**src/rtl/core/dfpd_pkg.sv**
```systemverilog
// ----------------------------------------------------------------------------
// Decimal fixed-point divider package
// Shared constants and the control struct of the shared adder.
// ----------------------------------------------------------------------------
package dfpd_pkg;

  // Width of the fractional digit count register.
  localparam int unsigned DIGIT_W = 5;

  // Largest digit count that takes effect; larger settings saturate here.
  localparam logic [DIGIT_W-1:0] MAX_DIGITS = 5'd18;

  // Digit count after reset.
  localparam logic [DIGIT_W-1:0] DIGITS_RESET = 5'd3;

  // Bits needed to hold ten to the power of the largest digit count.
  localparam int unsigned SCALE_W = 60;

  // Configuration register indexes.
  localparam logic REG_FRAC_DIGITS = 1'b0;

  // Controls of the shared adder: sum = a + (inv_b ? ~b : b) + cin.
  typedef struct packed {
    logic inv_b;
    logic cin;
  } alu_ctl_t;

endpackage

```
**src/rtl/core/dfpd_adder.sv**
```systemverilog
// ----------------------------------------------------------------------------
// Shared adder
// One wide add/subtract unit that every step of the divider goes through.
// ----------------------------------------------------------------------------
module dfpd_adder #(
  parameter int unsigned WIDTH = 125
) (
  input  logic [WIDTH-1:0] op_a_i,
  input  logic [WIDTH-1:0] op_b_i,
  input  dfpd_pkg::alu_ctl_t ctl_i,
  output logic [WIDTH-1:0] sum_o
);

  logic [WIDTH-1:0] op_b_eff;

  // Invert the second operand for subtraction, carry in completes the negate.
  assign op_b_eff = ctl_i.inv_b ? ~op_b_i : op_b_i;
  assign sum_o    = op_a_i + op_b_eff + WIDTH'(ctl_i.cin);

endmodule

```
**src/rtl/core/decimal_fixed_point_divider_unit.sv**
```systemverilog
// ----------------------------------------------------------------------------
// Decimal fixed-point divider
// Divides two signed scaled integers and rounds the quotient half away from zero.
// ----------------------------------------------------------------------------
// After acceptance all arithmetic runs through one shared adder: the
// sequencer takes the operand magnitudes, multiplies the dividend magnitude
// by ten once per fractional digit (the digit count saturates at 18) and
// clears the remainder, runs the restoring division one quotient bit at a
// time, rounds, checks overflow and applies the sign, and hands the result
// to the output register. A zero dividend, a zero divisor or a NaN operand
// skips the arithmetic and goes straight to the hand-off step. The next item
// can be accepted once a result has moved to the output register, even while
// that result is still stalled there.
module decimal_fixed_point_divider_unit #(
  parameter int unsigned DATA_WIDTH = 64
) (
  input  logic        clk_i,
  input  logic        rst_ni,
  // Input channel
  input  logic        in_valid_i,
  output logic        in_stall_o,
  input  logic [63:0] dividend_i,
  input  logic [63:0] divisor_i,
  // Output channel
  output logic        out_valid_o,
  input  logic        out_stall_i,
  output logic [63:0] quotient_o,
  output logic        is_nan_o,
  // Configuration port
  input  logic        psel,
  input  logic        penable,
  input  logic        pwrite,
  input  logic [2:0]  paddr,
  input  logic [31:0] pwdata,
  output logic [31:0] prdata,
  output logic        pready
);

  // Numerator width holds the magnitude times ten to the eighteenth.
  localparam int unsigned NUM_W = DATA_WIDTH + dfpd_pkg::SCALE_W;
  localparam int unsigned AW    = NUM_W + 1;
  localparam int unsigned CNT_W = $clog2(NUM_W);
  localparam logic [DATA_WIDTH-1:0] NAN_VAL = {1'b1, {(DATA_WIDTH-1){1'b0}}};
  localparam logic [CNT_W-1:0] DIV_LAST = CNT_W'(NUM_W - 1);

  // Sequencer state codes.
  localparam logic [3:0] S_IDLE  = 4'd0;
  localparam logic [3:0] S_ABSA  = 4'd1;
  localparam logic [3:0] S_ABSB  = 4'd2;
  localparam logic [3:0] S_SCALE = 4'd3;
  localparam logic [3:0] S_DIV   = 4'd4;
  localparam logic [3:0] S_RCMP  = 4'd5;
  localparam logic [3:0] S_RINC  = 4'd6;
  localparam logic [3:0] S_SIGN  = 4'd7;
  localparam logic [3:0] S_OUT   = 4'd8;

  logic [3:0]                   state_q, state_d;
  logic [dfpd_pkg::DIGIT_W-1:0] frac_q;
  logic [DATA_WIDTH-1:0]        a_q, b_q, bm_q, rem_q;
  logic [NUM_W-1:0]             num_q;
  logic [CNT_W-1:0]             cnt_q;
  logic                         neg_q, rup_q, ovf_q;
  logic [DATA_WIDTH-1:0]        res_q;
  logic                         res_nan_q;
  logic                         out_valid_q;
  logic [DATA_WIDTH-1:0]        out_q;
  logic                         out_nan_q;

  logic [DATA_WIDTH-1:0]        in_a, in_b, rem_shift;
  logic                         in_accept, cfg_write, out_free;
  logic [AW-1:0]                alu_a, alu_b, alu_sum;
  dfpd_pkg::alu_ctl_t           alu_ctl;
  logic                         diff_neg;

  // Operands use only their low DATA_WIDTH bits.
  assign in_a      = dividend_i[DATA_WIDTH-1:0];
  assign in_b      = divisor_i[DATA_WIDTH-1:0];
  assign in_stall_o = (state_q != S_IDLE);
  assign in_accept = in_valid_i && !in_stall_o;
  assign out_free  = !out_valid_q || !out_stall_i;
  assign rem_shift = {rem_q[DATA_WIDTH-2:0], num_q[NUM_W-1]};
  assign diff_neg  = alu_sum[AW-1];

  // Configuration register access.
  assign pready    = 1'b1;
  assign cfg_write = psel && penable && pwrite && pready;
  assign prdata    = (paddr[2] == dfpd_pkg::REG_FRAC_DIGITS) ?
                     32'(frac_q) : 32'd0;

  always_ff @(posedge clk_i or negedge rst_ni) begin
    if (!rst_ni) begin
      frac_q <= dfpd_pkg::DIGITS_RESET;
    end else if (cfg_write && (paddr[2] == dfpd_pkg::REG_FRAC_DIGITS)) begin
      frac_q <= pwdata[dfpd_pkg::DIGIT_W-1:0];
    end
  end

  // Operand selection for the shared adder in each step.
  always_comb begin
    alu_a   = '0;
    alu_b   = '0;
    alu_ctl = '{inv_b: 1'b1, cin: 1'b1};
    case (state_q)
      S_ABSA: begin
        alu_b = AW'(a_q);
      end
      S_ABSB: begin
        alu_b = AW'(b_q);
      end
      S_SCALE: begin
        // Times ten as eight times plus two times.
        alu_a   = AW'({num_q, 3'b000});
        alu_b   = AW'({num_q, 1'b0});
        alu_ctl = '{inv_b: 1'b0, cin: 1'b0};
      end
      S_DIV: begin
        alu_a = AW'(rem_shift);
        alu_b = AW'(bm_q);
      end
      S_RCMP: begin
        // Twice the remainder against the divisor decides rounding up.
        alu_a = AW'({rem_q, 1'b0});
        alu_b = AW'(bm_q);
      end
      S_RINC: begin
        alu_a   = AW'(num_q);
        alu_ctl = '{inv_b: 1'b0, cin: rup_q};
      end
      S_SIGN: begin
        alu_b = AW'(num_q);
      end
      default: begin
        alu_a = '0;
      end
    endcase
  end

  dfpd_adder #(
    .WIDTH (AW)
  ) u_adder (
    .op_a_i (alu_a),
    .op_b_i (alu_b),
    .ctl_i  (alu_ctl),
    .sum_o  (alu_sum)
  );

  // Sequencer next state.
  always_comb begin
    state_d = state_q;
    case (state_q)
      S_IDLE: begin
        if (in_accept) begin
          if ((in_a == '0) || (in_b == '0) || (in_a == NAN_VAL) || (in_b == NAN_VAL)) begin
            state_d = S_OUT;
          end else begin
            state_d = S_ABSA;
          end
        end
      end
      S_ABSA:  state_d = S_ABSB;
      S_ABSB:  state_d = S_SCALE;
      S_SCALE: begin
        if (cnt_q == '0) begin
          state_d = S_DIV;
        end
      end
      S_DIV: begin
        if (cnt_q == '0) begin
          state_d = S_RCMP;
        end
      end
      S_RCMP:  state_d = S_RINC;
      S_RINC:  state_d = S_SIGN;
      S_SIGN:  state_d = S_OUT;
      S_OUT: begin
        if (out_free) begin
          state_d = S_IDLE;
        end
      end
      default: state_d = S_IDLE;
    endcase
  end

  always_ff @(posedge clk_i or negedge rst_ni) begin
    if (!rst_ni) begin
      state_q <= S_IDLE;
    end else begin
      state_q <= state_d;
    end
  end

  // Datapath registers.
  always_ff @(posedge clk_i) begin
    case (state_q)
      S_IDLE: begin
        a_q   <= in_a;
        b_q   <= in_b;
        neg_q <= in_a[DATA_WIDTH-1] ^ in_b[DATA_WIDTH-1];
        // Zero dividend wins over every other special case.
        if (in_a == '0) begin
          res_q     <= '0;
          res_nan_q <= 1'b0;
        end else begin
          res_q     <= NAN_VAL;
          res_nan_q <= 1'b1;
        end
      end
      S_ABSA: begin
        num_q <= NUM_W'(a_q[DATA_WIDTH-1] ? alu_sum[DATA_WIDTH-1:0] : a_q);
      end
      S_ABSB: begin
        bm_q  <= b_q[DATA_WIDTH-1] ? alu_sum[DATA_WIDTH-1:0] : b_q;
        cnt_q <= (frac_q > dfpd_pkg::MAX_DIGITS) ? CNT_W'(dfpd_pkg::MAX_DIGITS) :
                 CNT_W'(frac_q);
      end
      S_SCALE: begin
        if (cnt_q == '0) begin
          rem_q <= '0;
          cnt_q <= DIV_LAST;
        end else begin
          num_q <= alu_sum[NUM_W-1:0];
          cnt_q <= cnt_q - 1'b1;
        end
      end
      S_DIV: begin
        // Restoring step: keep the difference when it does not go negative.
        rem_q <= diff_neg ? rem_shift : alu_sum[DATA_WIDTH-1:0];
        num_q <= {num_q[NUM_W-2:0], !diff_neg};
        cnt_q <= cnt_q - 1'b1;
      end
      S_RCMP: begin
        rup_q <= !diff_neg;
      end
      S_RINC: begin
        num_q <= alu_sum[NUM_W-1:0];
        ovf_q <= |alu_sum[AW-1:DATA_WIDTH-1];
      end
      S_SIGN: begin
        if (ovf_q) begin
          res_q     <= NAN_VAL;
          res_nan_q <= 1'b1;
        end else begin
          res_q     <= neg_q ? alu_sum[DATA_WIDTH-1:0] : num_q[DATA_WIDTH-1:0];
          res_nan_q <= 1'b0;
        end
      end
      default: begin
        rup_q <= rup_q;
      end
    endcase
  end

  // Output register, loaded when a finished result finds it free.
  always_ff @(posedge clk_i or negedge rst_ni) begin
    if (!rst_ni) begin
      out_valid_q <= 1'b0;
    end else if (state_q == S_OUT && out_free) begin
      out_valid_q <= 1'b1;
    end else if (!out_stall_i) begin
      out_valid_q <= 1'b0;
    end
  end

  always_ff @(posedge clk_i) begin
    if (state_q == S_OUT && out_free) begin
      out_q     <= res_q;
      out_nan_q <= res_nan_q;
    end
  end

  assign out_valid_o = out_valid_q;
  assign quotient_o  = 64'($signed(out_q));
  assign is_nan_o    = out_nan_q;

  // An accepted item always leaves the sequencer busy in the next cycle.
  assert property (@(posedge clk_i) disable iff (!rst_ni)
    in_accept |=> in_stall_o)
    else $error("sequencer did not leave idle after accepting an item");

  // A NaN result always carries the NaN pattern.
  assert property (@(posedge clk_i) disable iff (!rst_ni)
    (out_valid_o && is_nan_o) |-> (out_q == NAN_VAL))
    else $error("NaN result without the NaN pattern");

  // A result moves to the output register only when that register is free.
  assert property (@(posedge clk_i) disable iff (!rst_ni)
    (state_q == S_OUT && !out_free) |=> (state_q == S_OUT))
    else $error("result left the sequencer while the output was stalled");

  // The rounding step follows the last division step.
  assert property (@(posedge clk_i) disable iff (!rst_ni)
    (state_q == S_RCMP) |-> ($past(state_q) == S_DIV && $past(cnt_q) == '0))
    else $error("rounding started before the division finished");

endmodule

```
**config.mk**
```make
export PLATFORM = sky130hd
export DESIGN_NAME = decimal_fixed_point_divider_unit
export DESIGN_NICKNAME = d
export VERILOG_FILES = /design/src/rtl/core/dfpd_pkg.sv /design/src/rtl/core/dfpd_adder.sv /design/src/rtl/core/decimal_fixed_point_divider_unit.sv
export SDC_FILE = /design/constraint.sdc
export NUM_CORES = 1
export LEC_CHECK = 0
export BUFFER_PORTS_ARGS = -buffer_cell sky130_fd_sc_hd__clkbuf_2
export CAP_MARGIN = 10
export CORE_MARGIN = 3
export CORE_UTILIZATION = 25
export DETAILED_ROUTE_END_ITERATION = 10
export HOLD_SLACK_MARGIN = 0.1
export PLACE_DENSITY_LB_ADDON = 0.3
export SLEW_MARGIN = 20
export SYNTH_ARGS = -nofsm -noshare
export SYNTH_HDL_FRONTEND = slang
export SYNTH_HIERARCHICAL = 1
export SYNTH_SLANG_ARGS = --single-unit
```
**constraint.sdc**
```tcl
create_clock -name clk_i -period 21.7 [get_ports clk_i]
set_clock_uncertainty 0.15 [all_clocks]
set_input_delay 2.17 -clock clk_i [delete_from_list [all_inputs] [get_ports clk_i]]
set_output_delay 2.17 -clock clk_i [all_outputs]
set_load 0.02 [all_outputs]
```
Yosys cells after proc, flatten, opt, wreduce, memory -nomap -nowiden:

Cells that the tools add are included.

* output and inout port bits: 100
* bits of input ports: 170
* flip-flop bits (word level): 530
* word-level logic and storage cells: 97

* $add $sub $neg: 3
* bitwise gates (word level): 3
* muxes and demuxes: 30
* order comparisons: 1
* reduce and logical (&&, ||, !) cells: 27
* equality and inequality tests: 16

Operator list (number)
* $pmux W125 S5: 1
* $pmux W125 S4: 1
* $pmux W124 S4: 1
* $mux W64: 6
* $pmux W64 S2: 2
* $eq A64 B64 Y1 const B: 2
* $logic_not A64 Y1: 2
* $add A125 B1 Y125: 1
* $add A125 B125 Y125: 1
* $mux W125: 1
* $not A125 Y125: 1
* $mux W124: 1
* $mux W63: 1
* $reduce_or A62 Y1: 1
* $pmux W4 S9: 1
* $pmux W7 S3: 1
* $mux W4: 5
* $eq A4 B3 Y1 const B: 4
* $mux W5: 2
* $ne A2 B2 Y1 const B: 5
* $eq A4 B2 Y1 const B: 2
* $reduce_bool A4 Y1: 2
* $logic_not A7 Y1: 1
* $mux W7: 1
* 19 further kinds: 34

Longest topological paths before layout:

* depth after elaboration: 10
* gate-level depth with buffers: 29

Hierarchy:

Netlist, hierarchy kept.

By module, submodules not included
* decimal_fixed_point_divider_unit: times used 1, cells each 1892, sequential area each 15867.7 µm², area an instance 25036.5 µm²
* dfpd_adder: times used 1, cells each 1400, sequential area each 0.0 µm², area an instance 9242.6 µm²

Least setup slack after synthesis:

Ideal clock, no wire load.

* kind: reg-to-reg
* start point: register cnt_q[0]
* end point: register num_q[0] (enable)
* cell stages (with the launch flop): 8
* path slack: 13.850 ns
* path buffers: 0
* data arrival time: 7.052 ns
* cells stage by stage: edfxtp_1 -> inv_1 -> ha_1 -> or4b_1 -> nor3_4 -> nand2_1 -> nand3b_1 -> a21oi_1

* longest elaborated chain between the ends: 3

Ends and longest elaborated chain
* from (decl): line decimal_fixed_point_divider_unit.sv:61 `logic [CNT_W-1:0] cnt_q;`
* from (signal assigned): line decimal_fixed_point_divider_unit.sv:213 `cnt_q <= (frac_q > dfpd_pkg::MAX_DIGITS) ? CNT_W'(dfpd_pkg::MAX_DIGITS) :`
* from (signal assigned): line decimal_fixed_point_divider_unit.sv:222 `cnt_q <= cnt_q - 1'b1;`
* from (signal assigned): line decimal_fixed_point_divider_unit.sv:229 `cnt_q <= cnt_q - 1'b1;`
* $logic_not A7 Y1: line decimal_fixed_point_divider_unit.sv:217 `if (cnt_q == '0) begin`
* $ne A2 B2 Y1 (no source line)
* $reduce_and A2 Y1 (no source line)
* to (signal assigned): line decimal_fixed_point_divider_unit.sv:221 `num_q <= alu_sum[NUM_W-1:0];`
* to (signal assigned): line decimal_fixed_point_divider_unit.sv:228 `num_q <= {num_q[NUM_W-2:0], !diff_neg};`
* to (signal assigned): line decimal_fixed_point_divider_unit.sv:235 `num_q <= alu_sum[NUM_W-1:0];`
* to (decl): line decimal_fixed_point_divider_unit.sv:60 `logic [NUM_W-1:0] num_q;`

Every way passes these cells.
A chain may end at the register's enable or synchronous reset.

==> impl_metrics.yaml <==
floorplan:
  start_util_pct: 25.2
  floorplan.die.height_um: 376
  row_count: 135
  die-area_sq_um: 142000
  io-pin-count: 270
  die_x_um: 376
  core-area_sq_um: 136000
timing:
  clock_period_minus_final_worst_setup_slack_ps: 9640
  timing.fmax_ghz: 0.104
  slew_violations: 0
  rsz0062_at_grt: "no"
  post_route_hold_slack_ps: 267
  max_slew.worst_pin.slew_ps: 1280
  final_min_period_over_clock_period_pct: 44.4
  normalized_max_slew_margin_pct: 13.6
  timing_hold_violations_final: 0
  fin_setup_tns_ps: 0
  setup_viol: 0
  post-route-worst-setup-slack_ps: 12060
clock_network:
  clock_path_buffers: 3
  post_cts_resized: 0
  cts_root_buf: "sky130_fd_sc_hd__clkbuf_16"
  numClockSinks: 530
  clk_pin_slew_worst_paths_ps: 70
  cts_setup_buffers: 0
  clk-insertion-delay-late_ps: 660
  cts.hold.buffers_added: 0
  htree_num_levels: 2
  cts_tree: "yes"
  tritoncts.num_buffers: 56
flow_run:
  maxCapViolations: 0
synth:
  synthDistinctLibCells: 87
  async_flop_share_pct: 1.89
  postSynthAreaPerCell_sq_um: 10.4
  postSynth.topFlopCell: "sky130_fd_sc_hd__edfxtp_1"
  yosysSeqAreaShare_pct: 46.3
  ys_warnings: 6
  synthCells: 3292
  synth_edf_count: 520
  ys_seq_elements: 530
  syn_area_sq_um: 34300
routing:
  drt_first_pass_iters: 11
  drtIter0Drc: 3368
  drt-vias-per-instance: 5.41
  dr_total_vias: 28200
  wl_um: 122000
  routed_wire_length_per_instance_um: 23.5
  drc: 4
  drtAntennaViolNets: 0
critical_path:
  regToRegSetupSlack_ps: 12060
  rr_endpoint: "rem_q[35]$_SDFFCE_PN0P_"
  setup.worst_path.start: "state_q[3]$_DFFE_PN0P_"
  critical_path_class: "reg -> reg"
  reg2reg_depth: 23
  cpMaxStageDelayCell: "sky130_fd_sc_hd__a2111oi_2"
  timing.critical_path.cells: "nand2b_1, or2_4, clkinv_2, or2_2, buf_4, inv_6, buf_4, xor2_1, ha_1, nand2_1, nor2_1, o211ai_2, a2111oi_2, o21ai_0, a21oi_1, o2111ai_1, a21oi_1, a41oi_1, xnor2_2, buf_4, buf_4, mux2i_1, nor2_1"
  r2r-start: "state_q[3]$_DFFE_PN0P_"
  critical_path.most_common_cell: "sky130_fd_sc_hd__buf_4"
  arrival_ps: 9850
  required_ps: 21910
  cp-endpoint: "rem_q[35]$_SDFFCE_PN0P_"
  critPathLaunchType: "flop"
  setup.worst_path.end_class: "flop"
  critPathMaxFanout: 52
  critical_path.max_stage_delay_ps: 760
placed_design:
  placement.io_buffers: 212
  gp_congestion: 0.937
  dpl.cell_count: 5100
  pre_cts_slack_ps: 12080
  hpwlAfterDp_um: 87600
finish:
  layout_common_cells: "520 x sky130_fd_sc_hd__edfxtp_1, 349 x sky130_fd_sc_hd__nand2_1, 264 x sky130_fd_sc_hd__nor2_1"
  synthToLayoutAreaGrowth_pct: 13.3
  layout.cells.most_common: "sky130_fd_sc_hd__edfxtp_1"
  finish.net_count: 3673
  layoutNonFillerInstCount: 5206
  drive_gt1_share_pct: 13.4
global_routing:
  gr-total-overflow: 0
  via_count_of_the_first_global_routing_pass: 27300
  grt_first_pass_wirelength_um: 181000
  groute.usage.overall_pct: 16.6
  grt_start_max_net_pins: 159
  antenna_found_initial: 13
hold_path:
  min_path_type: "reg -> reg"
status:
  outcome: "complete, but fails checks"
  violations_in_the_final_reports: "design-rule violations"
## cells by family after synthesis
family / synth area share [%]
flip-flops: 46.3
AO/OA/AOI/OAI: 21.0
multiplexers: 5.97
XOR/XNOR: 6.41
buffers and inverters: 4.54
adder cells (fa/ha/maj): 4.64
AND/OR/NAND/NOR: 11.2
other: 0.0219
## worst max-delay path: cells and delay by family (launching register included)
family          cells  cell delay [ps]
simple gates        6             1520
xor+xnor            2              490
buf+inv             6             3080
flops               1              700
fa+ha+maj           1              380
mux                 1              280
compound gates      7             2480
## synthesized netlist by cell type (28+ instances only)
cell type	number	area (sq um)
sky130_fd_sc_hd__ha_1	124	1550
sky130_fd_sc_hd__nor4_1	54	338
sky130_fd_sc_hd__nor3_1	32	160
sky130_fd_sc_hd__nand4_1	72	450
sky130_fd_sc_hd__o21ai_0	95	475
sky130_fd_sc_hd__inv_1	107	402
sky130_fd_sc_hd__edfxtp_1	520	15600
sky130_fd_sc_hd__xnor2_1	85	744
sky130_fd_sc_hd__buf_2	46	230
sky130_fd_sc_hd__buf_4	29	218
sky130_fd_sc_hd__nand2_1	351	1320
sky130_fd_sc_hd__a21o_1	59	443
sky130_fd_sc_hd__a22o_1	182	1590
sky130_fd_sc_hd__mux2_2	68	766
sky130_fd_sc_hd__mux2i_1	128	1280
sky130_fd_sc_hd__o21bai_1	42	315
sky130_fd_sc_hd__a22oi_1	130	976
sky130_fd_sc_hd__nor2_1	266	998
sky130_fd_sc_hd__buf_1	28	105
sky130_fd_sc_hd__clkbuf_1	140	526
sky130_fd_sc_hd__xor2_1	166	1450
sky130_fd_sc_hd__a21oi_1	197	986
sky130_fd_sc_hd__a222oi_1	124	1240
## metrics by stage
stage	area, sq um	util, %
final	38800	28.6
after global routing	38800	28.6
after CTS	38800	28.6
after detailed placement	37000	27.2
after global placement	37000	27.2
after floorplan	34400	-
## worst min path at each step
stage	startpoint	endpoint	slack, ps	cells past startpoint
2_1_floorplan	res_nan_q$_DFFE_PP_	is_nan_o$_DFFE_PP_	250	0
3_3_place_gp	res_q[18]$_SDFFCE_PP0P_	quotient_o[18]$_DFFE_PP_	250	0
3_5_place_dp	res_q[22]$_SDFFCE_PP0P_	quotient_o[22]$_DFFE_PP_	250	0
4_1_cts	res_q[22]$_SDFFCE_PP0P_	quotient_o[22]$_DFFE_PP_	270	0
5_1_grt	res_q[32]$_SDFFCE_PP0P_	quotient_o[32]$_DFFE_PP_	280	0
6_report	res_q[22]$_SDFFCE_PP0P_	quotient_o[22]$_DFFE_PP_	270	0
## state kept, by name, indices dropped and copies added (netlist names), 4 cells and up
register	count
cnt_q	7
quotient_o	64
frac_q	5
b_q	64
rem_q	64
num_q	124
state_q	4
bm_q	64
res_q	64
a_q	64
## routing by layer
metal  wire, um  track usage (%)
met2      50900             24.1
met5         30                0
met1      57000             24.5
met3      12000             4.60
met4       2240             3.51
## area by class of cell
| class | count | area [sq um] |
|---|---|---|
| fillers | 14200 | 97000 |
| diodes | 3 | 7.51 |
| inverters | 108 | 417 |
| flip-flops and latches | 530 | 15900 |
| clock buffers | 63 | 1430 |
| repair buffers | 251 | 1400 |
| well taps | 1781 | 2230 |
| clock inverters | 40 | 412 |
| multi-input cells | 2430 | 17100 |
Power is not shown: default switching activity piles up to over one toggle a cycle in this logic, so the estimate is an artifact.
